--- src/u2j_pkg.sv ---
// Package for the UTF-8 to JSON escaper: result descriptor kinds, character
// constants and the hex digit function. No dependencies.
package u2j_pkg;

  // What follows the leading '?' characters of one request's results.
  typedef enum logic [2:0] {
    TAIL_NONE = 3'd0,  // only '?' characters, or nothing at all
    TAIL_CHAR = 3'd1,  // one character taken as it is
    TAIL_ESC  = 3'd2,  // backslash and one escape letter
    TAIL_HEX  = 3'd3,  // one backslash-u escape
    TAIL_PAIR = 3'd4   // two backslash-u escapes (surrogate pair)
  } tail_kind_t;

  localparam logic [6:0] CH_QUOTE     = 7'h22;
  localparam logic [6:0] CH_BACKSLASH = 7'h5C;
  localparam logic [6:0] CH_NEWLINE   = 7'h0A;
  localparam logic [6:0] CH_RETURN    = 7'h0D;
  localparam logic [6:0] CH_TAB       = 7'h09;
  localparam logic [6:0] CH_QMARK     = 7'h3F;
  localparam logic [6:0] CH_LOWER_U   = 7'h75;
  localparam logic [6:0] CH_LOWER_N   = 7'h6E;
  localparam logic [6:0] CH_LOWER_R   = 7'h72;
  localparam logic [6:0] CH_LOWER_T   = 7'h74;

  localparam logic [15:0] HIGH_SURROGATE = 16'hD800;
  localparam logic [15:0] LOW_SURROGATE  = 16'hDC00;
  localparam logic [20:0] PLANE_OFFSET   = 21'h10000;

  // Uppercase hex digit for one nibble.
  function automatic logic [6:0] hex_digit(input logic [3:0] nib);
    logic [6:0] ch;
    if (nib < 4'd10) begin
      ch = 7'h30 + {3'd0, nib};
    end else begin
      ch = 7'h37 + {3'd0, nib};
    end
    return ch;
  endfunction

endpackage

--- src/utf8_to_json_unicode_escaper.sv ---
// Top level of the UTF-8 to JSON string escaper with UTF-16 escapes.
// Depends on u2j_pkg for descriptor kinds, character codes and hex digits.
//
//   channel  dir  tdata                    tlast         tuser
//   s_*      in   [7:0] text_byte          end_of_text   -
//   m_*      out  [6:0] out_char, [7] zero last_of_run   text_done
//
// Each accepted request is decoded in the cycle it is taken and stored as a
// compact descriptor: a count of leading '?' characters and a tail (plain
// character, two-character escape, one or two backslash-u escapes). The
// characters are then sent one per cycle while m_tready is high; a request
// produces n characters (n from 0 to 12). A new request is taken in the
// same cycle that the last character of the previous one is taken, so
// single-character requests stream at one per cycle while m_tready is high. A
// continuation byte that produces nothing is absorbed without output. Reset
// (rst, synchronous) closes any open sequence and empties the output register.
module utf8_to_json_unicode_escaper (
  input  logic       clk,
  input  logic       rst,
  input  logic       s_tvalid,
  output logic       s_tready,
  input  logic [7:0] s_tdata,   // [7:0] text_byte
  input  logic       s_tlast,   // end_of_text
  output logic       m_tvalid,
  input  logic       m_tready,
  output logic [7:0] m_tdata,   // [6:0] out_char, [7] zero
  output logic       m_tlast,   // last_of_run
  output logic       m_tuser    // [0] text_done
);
  import u2j_pkg::*;

  // Decoder state, carried between requests.
  logic [20:0] code_accum;
  logic [1:0]  bytes_expected;
  logic [1:0]  bytes_taken;

  // Output descriptor register.
  logic        buf_valid;
  logic [3:0]  char_count;
  logic [3:0]  char_idx;
  logic [1:0]  q_count;
  tail_kind_t  tail_kind;
  logic [15:0] word0;
  logic [15:0] word1;
  logic        buf_end;

  logic [20:0] code_accum_next;
  logic [1:0]  bytes_expected_next;
  logic [1:0]  bytes_taken_next;
  logic [1:0]  q_count_next;
  tail_kind_t  tail_kind_next;
  logic [15:0] word0_next;
  logic [15:0] word1_next;
  logic [3:0]  char_count_next;

  logic [7:0]  c;
  logic        is_cont;
  logic        fresh;
  logic [20:0] cont_accum;
  logic [1:0]  cont_taken;
  logic [20:0] cp_off;
  logic        last_char;
  logic        s_accept;
  logic        m_accept;

  assign c          = s_tdata;
  assign is_cont    = (c[7:6] == 2'b10);
  assign cont_accum = {code_accum[14:0], c[5:0]};
  assign cont_taken = bytes_taken + 2'd1;
  assign cp_off     = cont_accum - PLANE_OFFSET;

  // Decode one request into the next decoder state and a descriptor.
  always_comb begin
    code_accum_next     = code_accum;
    bytes_expected_next = bytes_expected;
    bytes_taken_next    = bytes_taken;
    q_count_next        = 2'd0;
    tail_kind_next      = TAIL_NONE;
    word0_next          = 16'd0;
    word1_next          = 16'd0;
    fresh               = 1'b0;

    if (bytes_expected != 2'd0) begin
      if (is_cont) begin
        code_accum_next  = cont_accum;
        bytes_taken_next = cont_taken;
        if (cont_taken >= bytes_expected) begin
          // Sequence complete: emit the code point.
          code_accum_next     = 21'd0;
          bytes_expected_next = 2'd0;
          bytes_taken_next    = 2'd0;
          if (cont_accum[20:16] == 5'd0) begin
            tail_kind_next = TAIL_HEX;
            word0_next     = cont_accum[15:0];
          end else begin
            tail_kind_next = TAIL_PAIR;
            word0_next     = HIGH_SURROGATE + {5'd0, cp_off[20:10]};
            word1_next     = LOW_SURROGATE | {6'd0, cp_off[9:0]};
          end
        end else if (s_tlast) begin
          // Text ends inside the sequence: one '?' per byte taken.
          q_count_next        = cont_taken + 2'd1;
          code_accum_next     = 21'd0;
          bytes_expected_next = 2'd0;
          bytes_taken_next    = 2'd0;
        end
      end else begin
        // Broken sequence: '?' for the lead and each continuation, then the
        // breaking byte is decoded as a new one.
        q_count_next        = bytes_taken + 2'd1;
        code_accum_next     = 21'd0;
        bytes_expected_next = 2'd0;
        bytes_taken_next    = 2'd0;
        fresh               = 1'b1;
      end
    end else begin
      fresh = 1'b1;
    end

    if (fresh) begin
      if (c[7] == 1'b0) begin
        unique case (c[6:0])
          CH_QUOTE, CH_BACKSLASH: begin
            tail_kind_next   = TAIL_ESC;
            word0_next[6:0]  = c[6:0];
          end
          CH_NEWLINE: begin
            tail_kind_next   = TAIL_ESC;
            word0_next[6:0]  = CH_LOWER_N;
          end
          CH_RETURN: begin
            tail_kind_next   = TAIL_ESC;
            word0_next[6:0]  = CH_LOWER_R;
          end
          CH_TAB: begin
            tail_kind_next   = TAIL_ESC;
            word0_next[6:0]  = CH_LOWER_T;
          end
          default: begin
            if (c[6:5] == 2'b00) begin
              tail_kind_next = TAIL_HEX;
              word0_next     = {8'd0, c};
            end else begin
              tail_kind_next  = TAIL_CHAR;
              word0_next[6:0] = c[6:0];
            end
          end
        endcase
      end else if ((c[7:6] == 2'b10) || (c[7:3] == 5'b11111)) begin
        // Bad lead byte.
        tail_kind_next  = TAIL_CHAR;
        word0_next[6:0] = CH_QMARK;
      end else if (s_tlast) begin
        // Lead byte at the end of the text cannot be completed.
        tail_kind_next  = TAIL_CHAR;
        word0_next[6:0] = CH_QMARK;
      end else begin
        bytes_taken_next = 2'd0;
        priority if (c[7:5] == 3'b110) begin
          code_accum_next     = {16'd0, c[4:0]};
          bytes_expected_next = 2'd1;
        end else if (c[7:4] == 4'b1110) begin
          code_accum_next     = {17'd0, c[3:0]};
          bytes_expected_next = 2'd2;
        end else begin
          code_accum_next     = {18'd0, c[2:0]};
          bytes_expected_next = 2'd3;
        end
      end
    end
  end

  // Number of characters the descriptor will produce.
  always_comb begin
    logic [3:0] tail_len;
    unique case (tail_kind_next)
      TAIL_NONE: tail_len = 4'd0;
      TAIL_CHAR: tail_len = 4'd1;
      TAIL_ESC:  tail_len = 4'd2;
      TAIL_HEX:  tail_len = 4'd6;
      TAIL_PAIR: tail_len = 4'd12;
      default:   tail_len = 4'd0;
    endcase
    char_count_next = {2'd0, q_count_next} + tail_len;
  end

  assign last_char = (char_idx == (char_count - 4'd1));
  assign s_tready  = !buf_valid || (m_tready && last_char);
  assign s_accept  = s_tvalid && s_tready;
  assign m_accept  = buf_valid && m_tready;

  always_ff @(posedge clk) begin
    if (rst) begin
      code_accum     <= 21'd0;
      bytes_expected <= 2'd0;
      bytes_taken    <= 2'd0;
      buf_valid      <= 1'b0;
      char_idx       <= 4'd0;
      char_count     <= 4'd0;
    end else begin
      if (s_accept) begin
        code_accum     <= code_accum_next;
        bytes_expected <= bytes_expected_next;
        bytes_taken    <= bytes_taken_next;
        buf_valid      <= (char_count_next != 4'd0);
        char_idx       <= 4'd0;
        char_count     <= char_count_next;
      end else if (m_accept) begin
        if (last_char) begin
          buf_valid <= 1'b0;
        end
        char_idx <= char_idx + 4'd1;
      end
    end
  end

  // Descriptor payload needs no reset.
  always_ff @(posedge clk) begin
    if (s_accept) begin
      q_count   <= q_count_next;
      tail_kind <= tail_kind_next;
      word0     <= word0_next;
      word1     <= word1_next;
      buf_end   <= s_tlast;
    end
  end

  // Pick the character at the current index from the descriptor.
  always_comb begin
    logic [3:0]  t;
    logic [3:0]  sub;
    logic [15:0] word;
    logic [6:0]  ch;
    t    = char_idx - {2'd0, q_count};
    sub  = (t >= 4'd6) ? (t - 4'd6) : t;
    word = (t >= 4'd6) ? word1 : word0;
    if (char_idx < {2'd0, q_count}) begin
      ch = CH_QMARK;
    end else begin
      unique case (tail_kind)
        TAIL_CHAR: ch = word0[6:0];
        TAIL_ESC:  ch = (t == 4'd0) ? CH_BACKSLASH : word0[6:0];
        TAIL_HEX, TAIL_PAIR: begin
          unique case (sub)
            4'd0:    ch = CH_BACKSLASH;
            4'd1:    ch = CH_LOWER_U;
            4'd2:    ch = hex_digit(word[15:12]);
            4'd3:    ch = hex_digit(word[11:8]);
            4'd4:    ch = hex_digit(word[7:4]);
            default: ch = hex_digit(word[3:0]);
          endcase
        end
        default:   ch = CH_QMARK;
      endcase
    end
    m_tdata = {1'b0, ch};
  end

  assign m_tvalid = buf_valid;
  assign m_tlast  = last_char;
  assign m_tuser  = last_char && buf_end;

endmodule
--- config.mk ---
export PLATFORM = sky130hd
export DESIGN_NAME = utf8_to_json_unicode_escaper
export DESIGN_NICKNAME = d
export VERILOG_FILES = /design/src/u2j_pkg.sv /design/src/utf8_to_json_unicode_escaper.sv
export SDC_FILE = /design/constraint.sdc
export NUM_CORES = 1
export LEC_CHECK = 0
export BUFFER_PORTS_ARGS = -buffer_cell sky130_fd_sc_hd__buf_2
export CAP_MARGIN = 5
export CORE_UTILIZATION = 40
export CTS_CLUSTER_SIZE = 25
export DETAILED_ROUTE_END_ITERATION = 10
export PLACE_DENSITY = 0.56
export SKIP_CTS_REPAIR_TIMING = 1
export SLEW_MARGIN = 20
export SYNTH_ARGS = -nofsm -noshare
export SYNTH_HDL_FRONTEND = slang
export SYNTH_SLANG_ARGS = --single-unit
--- constraint.sdc ---
create_clock -name clk -period 4.11 [get_ports clk]
set_clock_uncertainty 0.05 [all_clocks]
set_input_delay 0.6165 -clock clk [delete_from_list [all_inputs] [get_ports clk]]
set_output_delay 0.6165 -clock clk [all_outputs]
set_load 0.02 [all_outputs]
After elaboration in Yosys (flattened, before gate mapping)
Cells that the tools add are included.
{ "word_totals": {"ff_bits": 72, "wordCells": 153} }
{ "op_classes": {"addsub": 17, "n_lt_le_gt_ge": 7, "eq_ne": 22, "n_mux": 71, "n_bitwise": 3, "n_reduce_logical": 21} }
{ "ops": {"columns": ["op", "n"], "rows": [
  ["21-bit two-way mux", 8],
  ["16-bit two-way mux", 7],
  ["7-bit two-way mux", 9],
  ["6-bit by 4-bit adder with 7-bit output (first input constant)", 8],
  ["2-bit two-way mux", 23],
  ["7-bit case mux with 3 select lines", 2],
  ["7-bit case mux with 5 select lines", 1],
  ["9-bit two-way mux", 3],
  ["3-bit two-way mux", 8],
  ["7-bit by 4-bit == test with 1-bit output (second input constant)", 3],
  ["21-bit by 17-bit subtractor with 21-bit output (second input constant)", 1],
  ["15-bit by 12-bit adder with 16-bit output (first input constant)", 1],
  ["4-bit less-than comparator (second input constant)", 4],
  ["4-bit case mux with 4 select lines", 1],
  ["3-bit by 2-bit == test with 1-bit output (second input constant)", 4],
  ["3-bit == test (second input constant)", 3],
  ["4-bit by 2-bit == test with 1-bit output (second input constant)", 2],
  ["4-bit zero test", 2],
  ["4-bit two-way mux", 2],
  ["7-bit by 6-bit == test with 1-bit output (second input constant)", 1],
  ["7-bit == test (second input constant)", 1],
  ["3-bit by 1-bit == test with 1-bit output (second input constant)", 2],
  ["1-bit two-way mux", 6],
  ["2-bit nonzero test", 3],
  ["28 further kinds", 36]
]} }

Logic depth before layout (Yosys ltp)
Gate-level depths: netlist of run 1.
{ "logic_depth": {"ltp_word": 14, "depth_mapped": 19} }

Least setup slack after synthesis of run 1
No wires, ideal clock.
{ "synth_timing": {"path_kind": "register to output", "from": "register char_idx[0]", "to": "output port m_tdata[4]", "t_arrival_ps": 3580, "required_ps": 3444, "path_slack_ps": -136, "stages_incl_launch_ff": 19, "n_path_buf": 2, "path_cell_list": "dfxtp_1 > inv_1 > ha_1 > inv_1 > fa_1 > xor2_4 > inv_2 > nand2_4 > and3_4 > buf_6 > buf_2 > mux2i_1 > ha_1 > inv_1 > a21o_1 > a31o_2 > nor2_1 > nor4_1 > o31ai_1"} }
{ "synth_between": {"elab_chain_len": 8, "word_cells_on_any_way": 32, "classes_between": "add/sub (10); order compare (6); eq/ne (4); mux (10); reduce/logical (2)"} }
{ "synth_lines": {"columns": ["item", "line_no", "text"], "rows": [
  ["start: declaration", "utf8_to_json_unicode_escaper.sv:40", "logic [3:0] char_idx;"],
  ["start signal: assignment", "utf8_to_json_unicode_escaper.sv:212", "char_idx <= char_idx + 4'd1;"],
  ["4-bit by 2-bit subtractor with 4-bit output", "utf8_to_json_unicode_escaper.sv:234", "t = char_idx - {2'd0, q_count};"],
  ["4-bit by 3-bit >= comparator with 1-bit output", "utf8_to_json_unicode_escaper.sv:235, utf8_to_json_unicode_escaper.sv:236", null],
  ["16-bit two-way mux", "utf8_to_json_unicode_escaper.sv:236", "word = (t >= 4'd6) ? word1 : word0;"],
  ["6-bit by 4-bit adder with 7-bit output, or another cell as far along", "u2j_pkg.sv:35", "ch = 7'h37 + {3'd0, nib};"],
  ["7-bit two-way mux", "u2j_pkg.sv:32", "if (nib < 4'd10) begin"],
  ["7-bit case mux with 5 select lines", "utf8_to_json_unicode_escaper.sv:244", "unique case (sub)"],
  ["7-bit case mux with 3 select lines", "utf8_to_json_unicode_escaper.sv:240", "unique case (tail_kind)"],
  ["7-bit two-way mux (*)", "utf8_to_json_unicode_escaper.sv:237", "if (char_idx < {2'd0, q_count}) begin"],
  ["end: declaration", "utf8_to_json_unicode_escaper.sv:26", "output logic [7:0] m_tdata,"]
]} }
Every way passes the cells marked *; elsewhere a longest branch is shown, timed or not.

Worst setup path after layout of run 1
{ "layout_timing": {"from": "register q_count[0]", "to": "output port m_tdata[4]"} }
{ "layout_between": {"elab_chain_len": 8, "word_cells_on_any_way": 32, "classes_between": "add/sub (10); order compare (6); eq/ne (4); mux (10); reduce/logical (2)"} }
{ "layout_lines": {"columns": ["item", "line_no", "text"], "rows": [
  ["start: declaration", "utf8_to_json_unicode_escaper.sv:41", "logic [1:0] q_count;"],
  ["start signal: assignment", "utf8_to_json_unicode_escaper.sv:220", "q_count <= q_count_next;"],
  ["4-bit by 2-bit subtractor with 4-bit output", "utf8_to_json_unicode_escaper.sv:234", null],
  ["4-bit by 3-bit >= comparator with 1-bit output", "utf8_to_json_unicode_escaper.sv:235, utf8_to_json_unicode_escaper.sv:236", null],
  ["16-bit two-way mux", "utf8_to_json_unicode_escaper.sv:236", null],
  ["6-bit by 4-bit adder with 7-bit output, or another cell as far along", "u2j_pkg.sv:35", null],
  ["7-bit two-way mux", "u2j_pkg.sv:32", null],
  ["7-bit case mux with 5 select lines", "utf8_to_json_unicode_escaper.sv:244", null],
  ["7-bit case mux with 3 select lines", "utf8_to_json_unicode_escaper.sv:240", null],
  ["7-bit two-way mux (*)", "utf8_to_json_unicode_escaper.sv:237", null]
]} }
Marked as above.

==> results of run 1 <==
-- cell type report --
| class | count | area [sq um] |
|---|---|---|
| clock buffers | 9 | 225 |
| fillers | 1015 | 5360 |
| well taps | 140 | 175 |
| clock inverters | 7 | 83.8 |
| inverters | 22 | 82.6 |
| repair buffers | 65 | 482 |
| flip-flops and latches | 61 | 1550 |
| multi-input cells | 403 | 3020 |
-- routing by layer --
layer / vias up / share of wire (%) / GRT usage [%]
li1: 2051 / - / -
met1: 1962 / 46 / 31.2
met2: 185 / 44 / 32.2
met3: 33 / 6.4 / 4.12
met4: 0 / 3.0 / 9.36
met5: - / 0 / 0
-- per-stage QoR --
step / TNS, ns / power, mW / hold slack (ns) / utilization, %
after floorplan: 0 / 1.01 / 0.400 / -
after global placement: 0 / 1.12 / 0.416 / 44.2
after detailed placement: 0 / 1.12 / 0.419 / 44.2
after CTS: -1.23 / 1.89 / 0.426 / 47.0
after global routing: -0.637 / 2.08 / 0.455 / 51.2
final: 0 / 1.99 / 0.422 / 51.2
-- final timing paths --
check                        to  slack, ns
setup reg to reg       m_tvalid       0.80
setup / recovery     m_tdata[4]       0.01
hold reg to reg   char_count[3]       0.42
hold / removal    char_count[3]       0.42
-- critical path, stage by stage, from the launching register on --
cell      delay [ns]
edfxtp_1        0.37
ha_4            0.16
inv_2           0.04
fa_2            0.40
xor2_4          0.17
inv_2           0.09
nand2_4         0.11
and3_4          0.29
mux2i_1         0.22
ha_2            0.23
inv_2           0.03
a21o_1          0.15
a31o_4          0.25
nor2_4          0.08
nor4_2          0.06
o31ai_2         0.25
buf_4           0.18
-- report_power, final --
group	leakage, nW	internal [mW]	total, mW	switching [mW]
clock network	0.148	0.478	0.764	0.287
registers	0.551	0.672	0.709	0.0363
logic	1.41	0.230	0.517	0.287
-- state kept, by name, indices dropped and copies added (netlist names) --
register        cells
bytes_taken         2
q_count             2
char_idx            4
buf_end             1
char_count          4
tail_kind           3
word0              16
m_tvalid            1
word1              11
code_accum         15
bytes_expected      2
-- kinds of logic after synthesis --
kind of cell    Yosys count
other cells               1
simple gates            174
fa+ha+maj                17
buf+inv                  51
mux                      14
compound gates          176
xor+xnor                 21
flops                    61
-- placed cells by master (no fill, tap or decap), types with 9 or more instances in the layout --
master     instances
buf_2             18
o21ai_0           24
a31oi_1           10
nand3_1           14
nor2_1            40
a21oi_1           38
clkbuf_16          9
inv_1             16
dfxtp_1           27
a22o_1            15
edfxtp_1          33
buf_4             40
nand2_1           31
and3_1            10
nor3_1            17
xnor2_1           14
-- cell usage after synthesis, types with 3 or more instances --
cell / number
a221o_1: 5
and2_1: 3
clkbuf_1: 18
inv_1: 20
o31ai_1: 3
o22ai_1: 3
nand2b_1: 5
a22o_1: 15
a21oi_1: 42
and3_1: 10
o21ai_0: 27
nor2b_1: 8
a211o_1: 3
a21o_1: 8
buf_6: 3
or3_1: 4
nand3_1: 15
xor2_1: 6
edfxtp_1: 33
nor3b_1: 6
o21a_1: 8
nand2_1: 35
o211ai_1: 7
buf_2: 6
a31oi_1: 11
dfxtp_1: 28
nor2_1: 43
o31a_1: 3
ha_1: 15
a211oi_1: 8
mux2i_1: 10
o221ai_1: 3
xnor2_1: 14
a31o_2: 5
nand3b_1: 6
nor3_1: 19
a22oi_1: 7
==> results.sh, run 1 <==
export IMPL_ys_types=75
export IMPL_ir_drop_mv=0.298
export IMPL_area_delta_synth_final_pct=23.6
export IMPL_synth_top_flop_cell="edfxtp_1"
export IMPL_hold_path_class="reg -> reg"
export IMPL_ys_seq_area_share_pct=34.1
export IMPL_initial_core_util_pct=41.4
export IMPL_synth_xor_area_share_pct=4.45
export IMPL_p_per_area_mw_per_mm2=354
export IMPL_grt_max_degree=30
export IMPL_dp_worst_setup_slack_ns=0.113
export IMPL_outcome="finished clean"
export IMPL_maxSlewHeadroom_pct=56.8
export IMPL_drive_above_1_share_pct=25.9
export IMPL_worstReg2RegStart="bytes_taken[0]"
export IMPL_synth_seq_cells=61
export IMPL_synth_area_leaders="edfxtp_1, dfxtp_1, a21oi_1, ha_1, nor2_1"
export IMPL_endpoint_kind="output pin"
export IMPL_path_max_fanout=6
export IMPL_cts_max_path_buffers=2
export IMPL_syn_area_per_cell_sq_um=8.84
export IMPL_nNetsFinal=592
export IMPL_worstSetupPathType="reg -> out"
export IMPL_synth_area_leader_cell="edfxtp_1"
export IMPL_crit_arrival_ns=3.43
export IMPL_min_path_cells=2
export IMPL_synth_area_sq_mm=0.00455
export IMPL_synth_top_area_share_pct=21.8
export IMPL_detail_route_first_pass_iterations=5
export IMPL_die_w_um=109
export IMPL_cts_sinks=61
export IMPL_drc=0
export IMPL_crit_path_start_kind="flip-flop"
export IMPL_yosys_area_share_simple_pct=20.6
export IMPL_design_area_sq_mm=0.00562
export IMPL_port_buffers=23
export IMPL_grt_overflow=0
export IMPL_setup_viol=0
export IMPL_antenna_cells=0
export IMPL_dp_hpwl_mm=9.13
export IMPL_period_minus_slack_ns=4.10
export IMPL_max_freq_mhz=244
export IMPL_postSynthCellCount=515
export IMPL_synth_edf_count=33
export IMPL_fp_dieH_um=109
export IMPL_final_cells=707
export IMPL_p_leak_nw=2.11
export IMPL_dpl_cell_count=669
export IMPL_dieArea_sq_mm=0.0118
export IMPL_maxSlewViolCount=0
export IMPL_track_usage_pct=21.9
export IMPL_pin_count=25
export IMPL_path_clk_slew_ns=0.06
export IMPL_maxCapViolCount=0
export IMPL_grt_pass1_vias=3760
export IMPL_clock_latency_ns=0.33
export IMPL_vias=4231
export IMPL_synthesis_nets=545
export IMPL_ant_nets=0
export IMPL_cts_root_buffer="clkbuf_16"
export IMPL_gp_congestion=0.900
export IMPL_min_from="char_count[3]"
export IMPL_htree_levels=3
export IMPL_startpoint="q_count[0]"
export IMPL_yosys_warnings=0
export IMPL_synth_top_family_by_area="compound AO/OA/AOI/OAI gates"
export IMPL_grt_antenna_before_repair=0
export IMPL_synth_async_reset_ratio_pct=0
export IMPL_dr_first_iter_drc_count=322
export IMPL_yosys_area_share_adder_pct=5.00
export IMPL_required_ns=3.44
export IMPL_hold_violations=0
export IMPL_rr_worst_depth=12
export IMPL_layout_setup_ws_ns=0.0129
export IMPL_tritoncts="built"
export IMPL_rsz0062_at_grt="yes"
export IMPL_routedWlPerCell_um=17.8
export IMPL_cts_buffers=9
export IMPL_rows=38
export IMPL_tightest_slew_ns=0.647
export IMPL_wl_mm=12.6
export IMPL_place_area_sq_mm=0.00485
export IMPL_coreArea_sq_mm=0.0110
export IMPL_synthMuxAreaShare_pct=3.74
export IMPL_synth_compound_area_share_pct=26.9
export IMPL_grt_pass1_wl_mm=19.8
export IMPL_routed_via_density=5.98
export IMPL_post_route_period_util_pct=99.7
No activity file was read; power rests on OpenSTA's default activity.
==> run 2, diff against run 1 <==
--- a/config.mk
+++ b/config.mk
@@ -7,6 +7,7 @@
 export LEC_CHECK = 0
 export BUFFER_PORTS_ARGS = -buffer_cell sky130_fd_sc_hd__buf_2
 export CAP_MARGIN = 5
+export CORE_ASPECT_RATIO = 0.9
 export CORE_UTILIZATION = 40
 export CTS_CLUSTER_SIZE = 25
 export DETAILED_ROUTE_END_ITERATION = 10
==> run 2 against run 1 <==
The run now ends with setup timing left. Utilization grew 0.54 points. Hold slack hardly changed. First-iteration DRC count down 18%. Sequential share of layout area is 0.13 points lower. Global-route usage is 0.28 points lower. Register-to-register slack improved by 0.07 ns.
==> results.sh, run 2 (same netlist as run 1, synthesis figures left out) <==
export IMPL_outcome="finished, violations left"
export IMPL_violations="setup timing"
export IMPL_maxCapViolCount=0
export IMPL_pwr_share_comb_pct=25.9
export IMPL_startpoint="q_count[1]"
export IMPL_tightest_slew_ns=0.641
export IMPL_coreArea_sq_mm=0.0109
export IMPL_cts_max_path_buffers=2
export IMPL_regMostFlops="word0"
export IMPL_die_w_um=114
export IMPL_cts_sinks=61
export IMPL_hold_path_class="reg -> reg"
export IMPL_grt_overflow=0
export IMPL_dr_first_iter_drc_count=263
export IMPL_fillers=1029
export IMPL_worstReg2RegStart="bytes_taken[0]"
export IMPL_utilization_pct=51.7
export IMPL_gp_congestion=0.931
export IMPL_crit_path_start_kind="flip-flop"
export IMPL_rr_worst_depth=12
export IMPL_p_leak_nw=2.13
export IMPL_track_usage_pct=21.6
export IMPL_layout_setup_ws_ns=-0.0755
export IMPL_drc=0
export IMPL_cts_root_buffer="clkbuf_16"
export IMPL_grt_max_degree=27
export IMPL_ir_drop_mv=0.239
export IMPL_dp_hpwl_mm=9.25
export IMPL_routed_via_density=5.87
export IMPL_nNetsFinal=595
export IMPL_final_cell_mix="buf_4, a21oi_1, nor2_1"
export IMPL_hold_violations=0
export IMPL_vias=4238
export IMPL_crit_arrival_ns=3.52
export IMPL_grt_pass1_vias=3761
export IMPL_worst_r2r_setup_slack_ns=0.87
export IMPL_clock_latency_ns=0.33
export IMPL_ant_nets=0
export IMPL_routedWlPerCell_um=17.6
export IMPL_initial_core_util_pct=41.6
export IMPL_switching_share_pct=29.5
export IMPL_cts_buffers=9
export IMPL_antenna_cells=0
export IMPL_grt_antenna_before_repair=0
export IMPL_multiInputGateArea_sq_mm=0.00302
export IMPL_rsz0062_at_grt="yes"
export IMPL_dieArea_sq_mm=0.0118
export IMPL_max_freq_mhz=239
export IMPL_largest_reg_flops=16
export IMPL_port_buffers=23
export IMPL_intPower_mw=1.44
export IMPL_post_route_period_util_pct=102
export IMPL_holdPathEnd="char_count[3]"
export IMPL_min_from="char_count[3]"
export IMPL_area_delta_synth_final_pct=24.4
export IMPL_min_path_cells=2
export IMPL_maxSlewViolCount=0
export IMPL_path_max_fanout=7
export IMPL_period_minus_slack_ns=4.19
export IMPL_place_area_sq_mm=0.00487
export IMPL_path_clk_slew_ns=0.06
export IMPL_setup_viol=2
export IMPL_design_area_sq_mm=0.00566
export IMPL_pin_count=25
export IMPL_maxSlewHeadroom_pct=57.2
export IMPL_grt_pass1_wl_mm=19.7
export IMPL_tritoncts="built"
export IMPL_p_clk_share_pct=39.5
export IMPL_rows=36
export IMPL_detail_route_first_pass_iterations=5
export IMPL_fp_dieH_um=103
export IMPL_required_ns=3.44
export IMPL_drive_above_1_share_pct=26.0
export IMPL_endpoint_kind="output pin"
export IMPL_pwr_share_seq_pct=34.6
export IMPL_worstSetupPathType="reg -> out"
export IMPL_switching_power_uw=603
export IMPL_wl_mm=12.7
export IMPL_p_per_area_mw_per_mm2=361
export IMPL_layout_commonest_cell="buf_4"
export IMPL_htree_levels=3
export IMPL_rr_endpoint="m_tvalid"
export IMPL_register_area_sq_mm=0.00156
export IMPL_reg_largest_list="word0 (16), code_accum (15), word1 (11)"
## run 2: changes by cell type in the layout (fill, tap and decap cells not counted), sizes merged
cell	before	now
clkinv	3	2
bufinv	1	2
clkinvlp	1	2
buf	65	68
inv	24	23
## run 2: worst max-delay path, stage by stage, from the launching register on
cell and delay (ns):
edfxtp_1 0.37, inv_2 0.09, ha_4 0.19, nor2b_4 0.12, or4_4 0.60, and3_4 0.26
buf_6 0.13, mux2i_1 0.15, ha_2 0.22, inv_2 0.03, a21o_1 0.15, a31o_4 0.24
nor2_4 0.13, nor4_4 0.05, o31ai_2 0.25, buf_4 0.18
## run 2: worst max-delay path by stage
stage	to	slack, ns	depth (start not counted)
after floorplan	m_tdata[4]	0.03	18
after global placement	m_tdata[2]	0.06	18
after detailed placement	m_tdata[2]	0.06	18
after CTS	m_tdata[2]	-0.31	18
after global routing	m_tdata[4]	-0.17	18
final	m_tdata[4]	-0.08	15
## run 2: power groups by stage
stage	clock (mW)	combinational, mW	sequential, mW
CTS	0.825	0.413	0.703
global placement	0	0.410	0.715
floorplan	0	0.308	0.704
global route	0.851	0.568	0.710
detailed placement	0	0.411	0.716
finish	0.808	0.530	0.707
## run 2: routing by layer
layer	up-vias	track usage, %	share of wire (%)
met5	-	0	0
met4	0	7.69	1.9
met3	21	3.55	5.0
met2	117	34.3	45
met1	2043	30.0	48
li1	2057	-	-
## run 2: area by class of cell
| type | count | share of cell area [%] |
|---|---|---|
| flip-flops and latches | 61 | 27.5 |
| clock buffers | 9 | 3.98 |
| repair buffers | 68 | 8.66 |
| inverters | 22 | 1.46 |
| well taps | 152 | 3.36 |
| multi-input cells | 403 | 53.3 |
| clock inverters | 7 | 1.72 |
## run 2: stage by stage
stage	TNS, ns	setup WS (ns)	cells	power, mW	hold WS [ns]
after global routing	-0.588	-0.171	722	2.13	0.471
final	-0.122	-0.0755	722	2.04	0.422
after floorplan	0	0.0294	515	1.01	0.400
after CTS	-1.51	-0.306	698	1.94	0.425
after detailed placement	0	0.0569	682	1.13	0.418
after global placement	0	0.0588	682	1.13	0.415
